[config.mk]
export PLATFORM = sky130hd
export DESIGN_NAME = quadrant_color_vote_core
export DESIGN_NICKNAME = d
export VERILOG_FILES = /design/src/rtl/core/qcv_pkg.sv /design/src/rtl/core/quadrant_color_vote_core.sv /design/src/rtl/core/qcv_front.sv /design/src/rtl/core/qcv_votes.sv /design/src/rtl/core/qcv_judge.sv
export VERILOG_INCLUDE_DIRS = /design/src /design/src/rtl/core
export SDC_FILE = /design/constraint.sdc
export NUM_CORES = 2
export LEC_CHECK = 0
export BUFFER_PORTS_ARGS = -buffer_cell sky130_fd_sc_hd__buf_2
export CORE_MARGIN = 8
export CORE_UTILIZATION = 40
export DETAILED_ROUTE_END_ITERATION = 10
export HOLD_SLACK_MARGIN = 0.08
export PLACE_DENSITY = 0.53
export RECOVER_POWER = 50
export SYNTH_ARGS = -nofsm -noshare
export SYNTH_HDL_FRONTEND = slang
export SYNTH_SLANG_ARGS = --single-unit
[constraint.sdc]
create_clock -name clk_i -period 10.75 [get_ports clk_i]
set_input_delay 2.15 -clock clk_i [delete_from_list [all_inputs] [get_ports clk_i]]
set_output_delay 2.15 -clock clk_i [all_outputs]
set_load 0.02 [all_outputs]
[src/rtl/core/quadrant_color_vote_core_defines.svh]
// ----------------------------------------------------------------------------
// quadrant_color_vote_core_defines
// Assertion macros shared by the quadrant color vote RTL.
// ----------------------------------------------------------------------------
`ifndef QUADRANT_COLOR_VOTE_CORE_DEFINES_SVH
`define QUADRANT_COLOR_VOTE_CORE_DEFINES_SVH

// Clocked property check, off while reset is asserted.
`define QCV_ASSERT(name, prop, msg) \
  name: assert property (@(posedge clk_i) disable iff (!rst_ni) prop) \
    else $error(msg);

// Condition that must never be seen at a clock edge.
`define QCV_ASSERT_NEVER(name, cond, msg) \
  `QCV_ASSERT(name, !(cond), msg)

`endif

[src/rtl/core/qcv_pkg.sv]
`timescale 1ns / 1ps
// ----------------------------------------------------------------------------
// qcv_pkg
// Types, constants and pixel/vote functions of the quadrant color vote core.
// ----------------------------------------------------------------------------
package qcv_pkg;

  localparam int MAX_WIDTH_DEF  = 512;
  localparam int MAX_HEIGHT_DEF = 512;
  localparam int NUM_CLASSES    = 4;
  localparam int NUM_QUADS      = 4;
  localparam int NUM_ENTRIES    = NUM_CLASSES * NUM_QUADS;
  localparam int VOTE_W         = 17;
  localparam int CFG_IDX_W      = 3;
  localparam int CFG_DATA_W     = 17;

  localparam logic [7:0] RED_MASK   = 8'hF8;
  localparam logic [7:0] GREEN_MASK = 8'hFC;

  typedef logic [VOTE_W-1:0] vote_t;
  typedef vote_t [NUM_ENTRIES-1:0] vote_bank_t;

  typedef enum logic [2:0] {
    CLS_NONE   = 3'd0,
    CLS_RED    = 3'd1,
    CLS_BLUE   = 3'd2,
    CLS_YELLOW = 3'd3,
    CLS_GREEN  = 3'd4
  } class_e;

  typedef enum logic [CFG_IDX_W-1:0] {
    REG_FRAME_WIDTH      = 3'd0,
    REG_FRAME_HEIGHT     = 3'd1,
    REG_HIGH_LEVEL       = 3'd2,
    REG_LOW_LEVEL        = 3'd3,
    REG_GREEN_BLUE_LIMIT = 3'd4,
    REG_VOTE_THRESHOLD   = 3'd5
  } reg_idx_e;

  typedef struct packed {
    logic [9:0]  frame_width;
    logic [9:0]  frame_height;
    logic [7:0]  high_level;
    logic [7:0]  low_level;
    logic [7:0]  green_blue_limit;
    vote_t       vote_threshold;
  } cfg_t;

  // Pixel in flight between the front register and the vote bank.
  typedef struct packed {
    logic [15:0] pixel;
    logic        eof;
    logic [1:0]  quad;   // 0 TL, 1 TR, 2 BL, 3 BR
  } item_t;

  // First match wins: red, blue, yellow, green.
  function automatic class_e classify(input logic [15:0] px, input logic [7:0] hi,
                                      input logic [7:0] lo, input logic [7:0] gb);
    logic [7:0] r;
    logic [7:0] g;
    logic [7:0] b;
    class_e     cls;
    r = px[15:8] & RED_MASK;
    g = px[10:3] & GREEN_MASK;
    b = {px[4:0], 3'b000};
    if (r > hi && g < lo && b < lo) begin
      cls = CLS_RED;
    end else if (b > hi && r < lo && g < lo) begin
      cls = CLS_BLUE;
    end else if (r > hi && g > hi && b < lo) begin
      cls = CLS_YELLOW;
    end else if (g > hi && r < lo && b < gb) begin
      cls = CLS_GREEN;
    end else begin
      cls = CLS_NONE;
    end
    return cls;
  endfunction

  // Highest count above threshold; ties keep the lower class.
  function automatic class_e winner(input vote_bank_t bank, input logic [1:0] quad,
                                    input vote_t thr);
    vote_t  best;
    vote_t  v;
    class_e win;
    best = '0;
    win  = CLS_NONE;
    for (int c = 0; c < NUM_CLASSES; c++) begin
      v = bank[{quad, 2'(c)}];
      if (v > best && v > thr) begin
        best = v;
        win  = class_e'(3'(c + 1));
      end
    end
    return win;
  endfunction

endpackage

[src/rtl/core/quadrant_color_vote_core.sv]
`timescale 1ns / 1ps
// Path: end-of-frame pixel, input register, snapshot, result register, output.
// Throughput: one pixel per cycle, set by the vote bank taking one update per pixel;
//   the pixel input only stalls when an end-of-frame pixel meets a full
//   snapshot, i.e. one result is held at a stalled output and one more waits.
// Reset: async active low; clears position counters, vote counters, valid
//   flags and loads the register defaults (160x120, 150/100/150, 200).
// ----------------------------------------------------------------------------
// quadrant_color_vote_core
// Classifies RGB565 pixels into red/blue/yellow/green, counts votes per frame
// quadrant and reports the winning class of each quadrant at end of frame.
// ----------------------------------------------------------------------------
`include "quadrant_color_vote_core_defines.svh"

module quadrant_color_vote_core import qcv_pkg::*; #(
  parameter int MaxWidth  = MAX_WIDTH_DEF,
  parameter int MaxHeight = MAX_HEIGHT_DEF
) (
  input  logic                  clk_i,
  input  logic                  rst_ni,
  // configuration write port
  input  logic                  cfg_we_i,
  input  logic [CFG_IDX_W-1:0]  cfg_index_i,
  input  logic [CFG_DATA_W-1:0] cfg_wdata_i,
  // pixel channel
  input  logic                  in_valid_i,
  output logic                  in_stall_o,
  input  logic [15:0]           pixel_i,
  input  logic                  end_of_frame_i,
  // result channel
  output logic                  out_valid_o,
  input  logic                  out_stall_i,
  output logic [2:0]            top_left_o,
  output logic [2:0]            top_right_o,
  output logic [2:0]            bottom_left_o,
  output logic [2:0]            bottom_right_o
);

  cfg_t       cfg_q, cfg_d;
  logic       a_valid;
  item_t      a_item;
  logic       a_adv;
  logic       snap_valid;
  logic       snap_take;
  vote_bank_t snap;

  // --------------------------------------------------------------------------
  // Register file. Writes are expected only while the pipeline is drained;
  // unknown indexes are dropped.
  // --------------------------------------------------------------------------
  always_comb begin
    cfg_d = cfg_q;
    if (cfg_we_i) begin
      unique case (reg_idx_e'(cfg_index_i))
        REG_FRAME_WIDTH:      cfg_d.frame_width      = cfg_wdata_i[9:0];
        REG_FRAME_HEIGHT:     cfg_d.frame_height     = cfg_wdata_i[9:0];
        REG_HIGH_LEVEL:       cfg_d.high_level       = cfg_wdata_i[7:0];
        REG_LOW_LEVEL:        cfg_d.low_level        = cfg_wdata_i[7:0];
        REG_GREEN_BLUE_LIMIT: cfg_d.green_blue_limit = cfg_wdata_i[7:0];
        REG_VOTE_THRESHOLD:   cfg_d.vote_threshold   = cfg_wdata_i[VOTE_W-1:0];
        default:              cfg_d = cfg_q;
      endcase
    end
  end

  always_ff @(posedge clk_i or negedge rst_ni) begin
    if (!rst_ni) begin
      cfg_q <= '{frame_width:      10'd160,
                 frame_height:     10'd120,
                 high_level:       8'd150,
                 low_level:        8'd100,
                 green_blue_limit: 8'd150,
                 vote_threshold:   VOTE_W'(200)};
    end else begin
      cfg_q <= cfg_d;
    end
  end

  // --------------------------------------------------------------------------
  // Stage A: input register. The quadrant is resolved here from the raster
  // counters so the counters can advance on every transfer.
  // --------------------------------------------------------------------------
  qcv_front #(
    .MaxWidth  (MaxWidth),
    .MaxHeight (MaxHeight)
  ) u_front (
    .clk_i          (clk_i),
    .rst_ni         (rst_ni),
    .in_valid_i     (in_valid_i),
    .in_stall_o     (in_stall_o),
    .pixel_i        (pixel_i),
    .end_of_frame_i (end_of_frame_i),
    .frame_width_i  (cfg_q.frame_width),
    .frame_height_i (cfg_q.frame_height),
    .adv_i          (a_adv),
    .valid_o        (a_valid),
    .item_o         (a_item)
  );

  // --------------------------------------------------------------------------
  // Stage B: classify and bump one of 16 saturating counters. The end-of-frame
  // pixel is counted, the bank is copied into a snapshot and cleared at once,
  // so the next frame can start in the following cycle. Only an end-of-frame
  // pixel waits, and only while the previous snapshot is still unclaimed.
  // --------------------------------------------------------------------------
  qcv_votes u_votes (
    .clk_i              (clk_i),
    .rst_ni             (rst_ni),
    .valid_i            (a_valid),
    .item_i             (a_item),
    .high_level_i       (cfg_q.high_level),
    .low_level_i        (cfg_q.low_level),
    .green_blue_limit_i (cfg_q.green_blue_limit),
    .snap_take_i        (snap_take),
    .adv_o              (a_adv),
    .snap_valid_o       (snap_valid),
    .snap_o             (snap)
  );

  // --------------------------------------------------------------------------
  // Stage C: four-way winner per quadrant into the result register.
  // --------------------------------------------------------------------------
  qcv_judge u_judge (
    .clk_i            (clk_i),
    .rst_ni           (rst_ni),
    .snap_valid_i     (snap_valid),
    .snap_i           (snap),
    .vote_threshold_i (cfg_q.vote_threshold),
    .snap_take_o      (snap_take),
    .out_valid_o      (out_valid_o),
    .out_stall_i      (out_stall_i),
    .top_left_o       (top_left_o),
    .top_right_o      (top_right_o),
    .bottom_left_o    (bottom_left_o),
    .bottom_right_o   (bottom_right_o)
  );

  // input side only backs up behind a held end-of-frame pixel
  `QCV_ASSERT_NEVER(a_stall_only_eof, in_stall_o && !(a_valid && a_item.eof), "stall without eof")
  // end of frame always lands in the snapshot
  `QCV_ASSERT(a_eof_snapshot, (a_adv && a_item.eof) |=> snap_valid, "eof lost before snapshot")
  // claimed snapshot always shows up as a result
  `QCV_ASSERT(a_snap_to_out, (snap_valid && snap_take) |=> out_valid_o, "snapshot not presented")

endmodule

[src/rtl/core/qcv_front.sv]
`timescale 1ns / 1ps
// ----------------------------------------------------------------------------
// qcv_front
// Input register with raster position counters and quadrant lookup.
// ----------------------------------------------------------------------------
module qcv_front import qcv_pkg::*; #(
  parameter int MaxWidth  = MAX_WIDTH_DEF,
  parameter int MaxHeight = MAX_HEIGHT_DEF
) (
  input  logic        clk_i,
  input  logic        rst_ni,
  input  logic        in_valid_i,
  output logic        in_stall_o,
  input  logic [15:0] pixel_i,
  input  logic        end_of_frame_i,
  input  logic [9:0]  frame_width_i,
  input  logic [9:0]  frame_height_i,
  input  logic        adv_i,
  output logic        valid_o,
  output item_t       item_o
);

  localparam int WBits = $clog2(MaxWidth + 1);
  localparam int HBits = $clog2(MaxHeight + 1);
  localparam int DimWW = (WBits > 10) ? WBits : 10;
  localparam int DimHW = (HBits > 10) ? HBits : 10;
  localparam int ColW  = (MaxWidth > 2) ? $clog2(MaxWidth) : 1;
  localparam int RowW  = (MaxHeight > 2) ? $clog2(MaxHeight) : 1;

  logic [ColW-1:0]  column_q, column_d;
  logic [RowW-1:0]  row_q, row_d;
  logic             valid_q, valid_d;
  item_t            item_q;
  logic [DimWW-1:0] w_raw, w_eff;
  logic [DimHW-1:0] h_raw, h_eff;
  logic [1:0]       quad;
  logic             accept;

  assign in_stall_o = valid_q && !adv_i;
  assign accept     = in_valid_i && !in_stall_o;

  // clamp dims to 1..max
  always_comb begin
    w_raw = DimWW'(frame_width_i);
    h_raw = DimHW'(frame_height_i);
    if (w_raw == '0) begin
      w_eff = DimWW'(1);
    end else if (w_raw > DimWW'(MaxWidth)) begin
      w_eff = DimWW'(MaxWidth);
    end else begin
      w_eff = w_raw;
    end
    if (h_raw == '0) begin
      h_eff = DimHW'(1);
    end else if (h_raw > DimHW'(MaxHeight)) begin
      h_eff = DimHW'(MaxHeight);
    end else begin
      h_eff = h_raw;
    end
  end

  always_comb begin
    quad[1] = !(DimHW'(row_q) < (h_eff >> 1));
    quad[0] = DimWW'(column_q) >= (w_eff >> 1);
  end

  always_comb begin
    column_d = column_q;
    row_d    = row_q;
    valid_d  = valid_q;
    if (adv_i) begin
      valid_d = 1'b0;
    end
    if (accept) begin
      valid_d = 1'b1;
      if (end_of_frame_i) begin
        column_d = '0;
        row_d    = '0;
      end else if (DimWW'(column_q) + DimWW'(1) >= w_eff) begin
        column_d = '0;
        if (row_q != RowW'(MaxHeight - 1)) begin
          row_d = row_q + RowW'(1);
        end
      end else begin
        column_d = column_q + ColW'(1);
      end
    end
  end

  always_ff @(posedge clk_i or negedge rst_ni) begin
    if (!rst_ni) begin
      column_q <= '0;
      row_q    <= '0;
      valid_q  <= 1'b0;
    end else begin
      column_q <= column_d;
      row_q    <= row_d;
      valid_q  <= valid_d;
    end
  end

  always_ff @(posedge clk_i) begin
    if (accept) begin
      item_q <= '{pixel: pixel_i, eof: end_of_frame_i, quad: quad};
    end
  end

  assign valid_o = valid_q;
  assign item_o  = item_q;

endmodule

[src/rtl/core/qcv_votes.sv]
`timescale 1ns / 1ps
// ----------------------------------------------------------------------------
// qcv_votes
// Pixel classifier and saturating per-quadrant vote counters; frame snapshot.
// ----------------------------------------------------------------------------
module qcv_votes import qcv_pkg::*; (
  input  logic       clk_i,
  input  logic       rst_ni,
  input  logic       valid_i,
  input  item_t      item_i,
  input  logic [7:0] high_level_i,
  input  logic [7:0] low_level_i,
  input  logic [7:0] green_blue_limit_i,
  input  logic       snap_take_i,
  output logic       adv_o,
  output logic       snap_valid_o,
  output vote_bank_t snap_o
);

  vote_bank_t       counts_q, counts_d, counts_inc;
  vote_bank_t       snap_q;
  logic             snap_valid_q, snap_valid_d;
  class_e           cls;
  logic [3:0]       hit_idx;
  logic             snap_free;

  assign cls       = classify(item_i.pixel, high_level_i, low_level_i, green_blue_limit_i);
  assign hit_idx   = {item_i.quad, 2'(cls - CLS_RED)};
  assign snap_free = !snap_valid_q || snap_take_i;
  assign adv_o     = valid_i && (!item_i.eof || snap_free);

  always_comb begin
    for (int e = 0; e < NUM_ENTRIES; e++) begin
      counts_inc[e] = counts_q[e];
      if (cls != CLS_NONE && hit_idx == 4'(e) && counts_q[e] != '1) begin
        counts_inc[e] = counts_q[e] + VOTE_W'(1);
      end
    end
    counts_d = counts_q;
    if (adv_o) begin
      counts_d = item_i.eof ? '0 : counts_inc;
    end
  end

  always_comb begin
    snap_valid_d = snap_valid_q;
    if (snap_take_i) begin
      snap_valid_d = 1'b0;
    end
    if (adv_o && item_i.eof) begin
      snap_valid_d = 1'b1;
    end
  end

  always_ff @(posedge clk_i or negedge rst_ni) begin
    if (!rst_ni) begin
      counts_q     <= '0;
      snap_valid_q <= 1'b0;
    end else begin
      counts_q     <= counts_d;
      snap_valid_q <= snap_valid_d;
    end
  end

  always_ff @(posedge clk_i) begin
    if (adv_o && item_i.eof) begin
      snap_q <= counts_inc;
    end
  end

  assign snap_valid_o = snap_valid_q;
  assign snap_o       = snap_q;

endmodule

[src/rtl/core/qcv_judge.sv]
`timescale 1ns / 1ps
// ----------------------------------------------------------------------------
// qcv_judge
// Per-quadrant winner selection into the result register.
// ----------------------------------------------------------------------------
module qcv_judge import qcv_pkg::*; (
  input  logic       clk_i,
  input  logic       rst_ni,
  input  logic       snap_valid_i,
  input  vote_bank_t snap_i,
  input  vote_t      vote_threshold_i,
  output logic       snap_take_o,
  output logic       out_valid_o,
  input  logic       out_stall_i,
  output logic [2:0] top_left_o,
  output logic [2:0] top_right_o,
  output logic [2:0] bottom_left_o,
  output logic [2:0] bottom_right_o
);

  logic   out_valid_q, out_valid_d;
  logic   load;
  class_e win_q [NUM_QUADS];

  assign snap_take_o = snap_valid_i && (!out_valid_q || !out_stall_i);
  assign load        = snap_take_o;

  always_comb begin
    out_valid_d = out_valid_q;
    if (!out_stall_i) begin
      out_valid_d = 1'b0;
    end
    if (load) begin
      out_valid_d = 1'b1;
    end
  end

  always_ff @(posedge clk_i or negedge rst_ni) begin
    if (!rst_ni) begin
      out_valid_q <= 1'b0;
    end else begin
      out_valid_q <= out_valid_d;
    end
  end

  always_ff @(posedge clk_i) begin
    if (load) begin
      for (int q = 0; q < NUM_QUADS; q++) begin
        win_q[q] <= winner(snap_i, 2'(q), vote_threshold_i);
      end
    end
  end

  assign out_valid_o    = out_valid_q;
  assign top_left_o     = win_q[0];
  assign top_right_o    = win_q[1];
  assign bottom_left_o  = win_q[2];
  assign bottom_right_o = win_q[3];

endmodule

==> impl_results.md <==
* Status: complete, but fails checks
* Failing checks: capacitance limit, slew limit
* Via density at about 6
* # setup viols final at 0
* Sw frac at a little under two fifths
* WL/cell at around 23 um
* CP required at 11.13 ns
* Relative slew slack at -286%
* Sw power at between 3 and 4 mW
* Port Buffers at 55
* Combinational power share at about a third
* Num rows at around 130
* Final min period at 8.86 ns
* Number of flops mapped to enable cells by yosys at 303
* CTS-repair resized insts at 0
* Critical path launch point type: flop
* Seq pwr share at a little over a third
* Peak supply drop at 0.154 mV
* Yosys warnings at 0
* Die W at 359 um
* WHS at about 0.46 ns
* Synthesized Nets at roughly 5600
* Post-synth top flop: dfrtp_1
* Core area at between 100000 and 150000 um^2
* Distinct cells, synth at 84
* Max Root-Sink Buffers at 3
* Tot GR Track Use at 22.5%
* Max cap viols at 14
* CP max FO at 19
* Antenna violations before repair at 6
* Drt first-iter violations at roughly 3100
* Clock latency on the worst-skew pair at about 0.65 ns
* Slew Viols, Final at 620
* First-pass GRT wire length at around 230000 um
* Post-Synthesis Cells at approximately 5000
* HP Class: flop to flop
* DIE HEIGHT at ~360 um
* Syn avg cell area at 9.46 um^2
* CP dominant cell by count: ha_1
* TritonCTS clock tree: built
* HPWL after DPL at ~110000 um
* Unrepaired setup endpoints after global routing: false
* Fraction of registers with async set/reset at between 50% and 60%
* Pwr per Cell Area at roughly 180 nW/um^2
* Largest net degree at the start of global routing at about 130
* Crit. End Element: flop
* Fmax at 0.113 GHz
* DIE AREA at between 100000 and 150000 um^2
* Int Pwr at 5.70 mW
* Setup bufs post-CTS at 0
* CTS Hold Bufs at 0
* Post-Syn Area at around 47000 um^2
* Drt pass-1 iters at 6
* Measured slew at the worst slew-check pin at roughly 5.8 ns
* Final ANT Viol Nets at 0
* Sequential share of the synthesized area at roughly two fifths
* TritonCTS Buffers at 80
* Clock transition at the registers of the reported paths at around 0.060 ns
* Total wire length at around 150000 um
* Skew final at ~0.028 ns
* Htree depth at 3
* Routability cong. at between 0.8 and 0.9
* Root Buffer: clkbuf_16
* Leakage at around 22 nW
* Yosys reg bits at 657
* Arrival @ worst endpoint at between 9 and 10 ns
* Area grow syn2layout at 9.66%
* Fin nets at roughly 5600
* Overflow after GRT at 0
* Period utilisation layout at 82.4%
* Residual DRC at 0
* Fraction of power consumed by the clock network at 30.0%
* Number of global-route vias before repair at 38100
* CP max stage delay at 0.61 ns
* Clock sinks at between 600 and 700
* WS Path Type: flop to flop
* Initial Util at roughly two fifths
* Fin Setup TNS at 0 ns
* Via count at roughly 39000
* Num ports at 56
* Final Hold Fails at 0
* Slowest cell on crit path: o31ai_1
* Ratio of cells with drive above 1 in the final layout at between 7 and 8%
## power by group through the flow
| stage | Clock [mW] | Sequential [mW] | Combinational (mW) |
|---|---|---|---|
| after floorplan | 0 | 3.21 | 2.11 |
| after global placement | 0 | 3.32 | 3.02 |
| after detailed placement | 0 | 3.32 | 3.07 |
| after CTS | 2.80 | 3.27 | 3.09 |
| after global routing | 2.90 | 3.31 | 3.47 |
| final | 2.73 | 3.28 | 3.09 |
## worst max-delay path, delay by kind of cell (launching register included)
kind            cells  cell delay (ns)
simple gates       10             2.05
buf+inv             4             1.24
flops               1             0.38
fa+ha+maj           4             1.25
compound gates     14             3.66
## cells by family (layout without fill, tap and decap cells)
group | Yosys count | in the layout | share of synthesized area (%)
xor+xnor | 236 | 236 | 4.40
simple gates | 1820 | 1820 | 19.3
mux | 113 | 113 | 2.57
flops | 657 | 657 | 38.3
buf+inv | 379 | 434 | 3.08
fa+ha+maj | 575 | 575 | 15.3
compound gates | 1190 | 1190 | 17.1
other cells | 0 | 2 | 0
## metrics by stage
step	utilization, %	std cells	power (mW)	worst slack [ns]	area [um^2]
floorplan	-	4970	5.31	1.90	47000
global placement	42.2	6400	6.34	2.04	49100
detailed placement	42.2	6400	6.39	2.10	49100
CTS	44.4	6549	9.16	2.06	51700
global route	44.3	6549	9.68	0.837	51500
finish	44.3	6551	9.09	1.89	51500
## synth_stat cells (49+ instances only)
cell	number	area, um^2
o21ai_0	224	1120
xor2_1	79	692
a21oi_1	227	1140
nand4_1	146	913
xnor2_1	157	1380
nand2_1	542	2030
nor2b_1	49	307
nor4_1	66	413
mux2i_1	51	510
nor3_1	106	531
a21o_1	128	961
ha_1	575	7190
nand3_1	206	1030
or3_1	58	363
o31ai_1	83	623
clkbuf_1	213	800
edfxtp_1	303	9100
and3_1	137	857
nor2_1	329	1230
dfrtp_1	334	8360
a31oi_1	115	719
inv_1	131	492
mux2_2	62	698
## worst paths after layout
path | from | to | slack, ns | depth (start not counted)
setup / recovery | cfg_q[8]$_DFFE_PN0P_ | u_judge.win_q[0][2]$_DFFE_PP_ | 1.89 | 32
hold / removal | u_votes.counts_q[29]$_DFFE_PN0P_ | u_votes.counts_q[29]$_DFFE_PN0P_ | 0.46 | 1
setup reg to reg | cfg_q[8]$_DFFE_PN0P_ | u_judge.win_q[0][2]$_DFFE_PP_ | 1.89 | 32
hold reg to reg | u_votes.counts_q[29]$_DFFE_PN0P_ | u_votes.counts_q[29]$_DFFE_PN0P_ | 0.46 | 1
max in group asynchronous | rst_ni | u_votes.counts_q[263]$_DFFE_PN0P_ | 2.32 | 2
min in group asynchronous | rst_ni | u_votes.counts_q[149]$_DFFE_PN0P_ | 3.59 | 1
## flip-flops by register name (all words and copies together) (netlist names)
name                  cells
u_judge.out_valid_o       1
u_front.valid_o           1
u_votes.snap_valid_o      1
u_front.item_o           19
u_votes.snap_o          272
u_judge.win_q            12
cfg_q                    61
u_votes.counts_q        272
u_front.row_q             9
u_front.column_q          9
## layout by cell type, fill, tap and decap left out, types with 30 or more instances in the layout
master / n
a21o_1: 128
buf_2: 39
nor3_1: 108
o21a_1: 30
dfrtp_1: 333
nor2_1: 328
inv_1: 130
xor2_1: 79
mux2i_1: 51
and3_1: 137
nor2b_1: 48
a21oi_1: 226
and2_1: 32
o31ai_1: 82
nand3_1: 206
clkbuf_1: 40
or4_1: 36
ha_1: 575
nand2_1: 541
or3_1: 58
mux2_2: 56
clkbuf_16: 84
a31oi_1: 115
edfxtp_1: 303
o22ai_1: 33
nor4_1: 67
buf_4: 72
o211ai_1: 39
xnor2_1: 157
nand4_1: 147
o21ai_0: 224
## per-layer routing
layer / global-route usage (%) / up-vias / routed length, um
met4: 7.16 / 2 / 4640
met1: 31.0 / 19100 / 69100
met2: 36.6 / 976 / 68800
met3: 2.93 / 235 / 7590
li1: - / 18800 / -
met5: 0 / - / 13
## layout make-up
| cell class | count | area (um^2) |
|---|---|---|
| Antenna cell | 2 | 5.00 |
| Clock buffer | 96 | 2210 |
| Timing Repair Buffer | 148 | 893 |
| Inverter | 137 | 522 |
| Fill cell | 11300 | 64800 |
| Tap cell | 1524 | 1910 |
| Clock inverter | 53 | 417 |
| Sequential cell | 657 | 18000 |
| Multi-Input combinational cell | 3934 | 27600 |
Note: power is estimated with default switching activity, not from simulation.
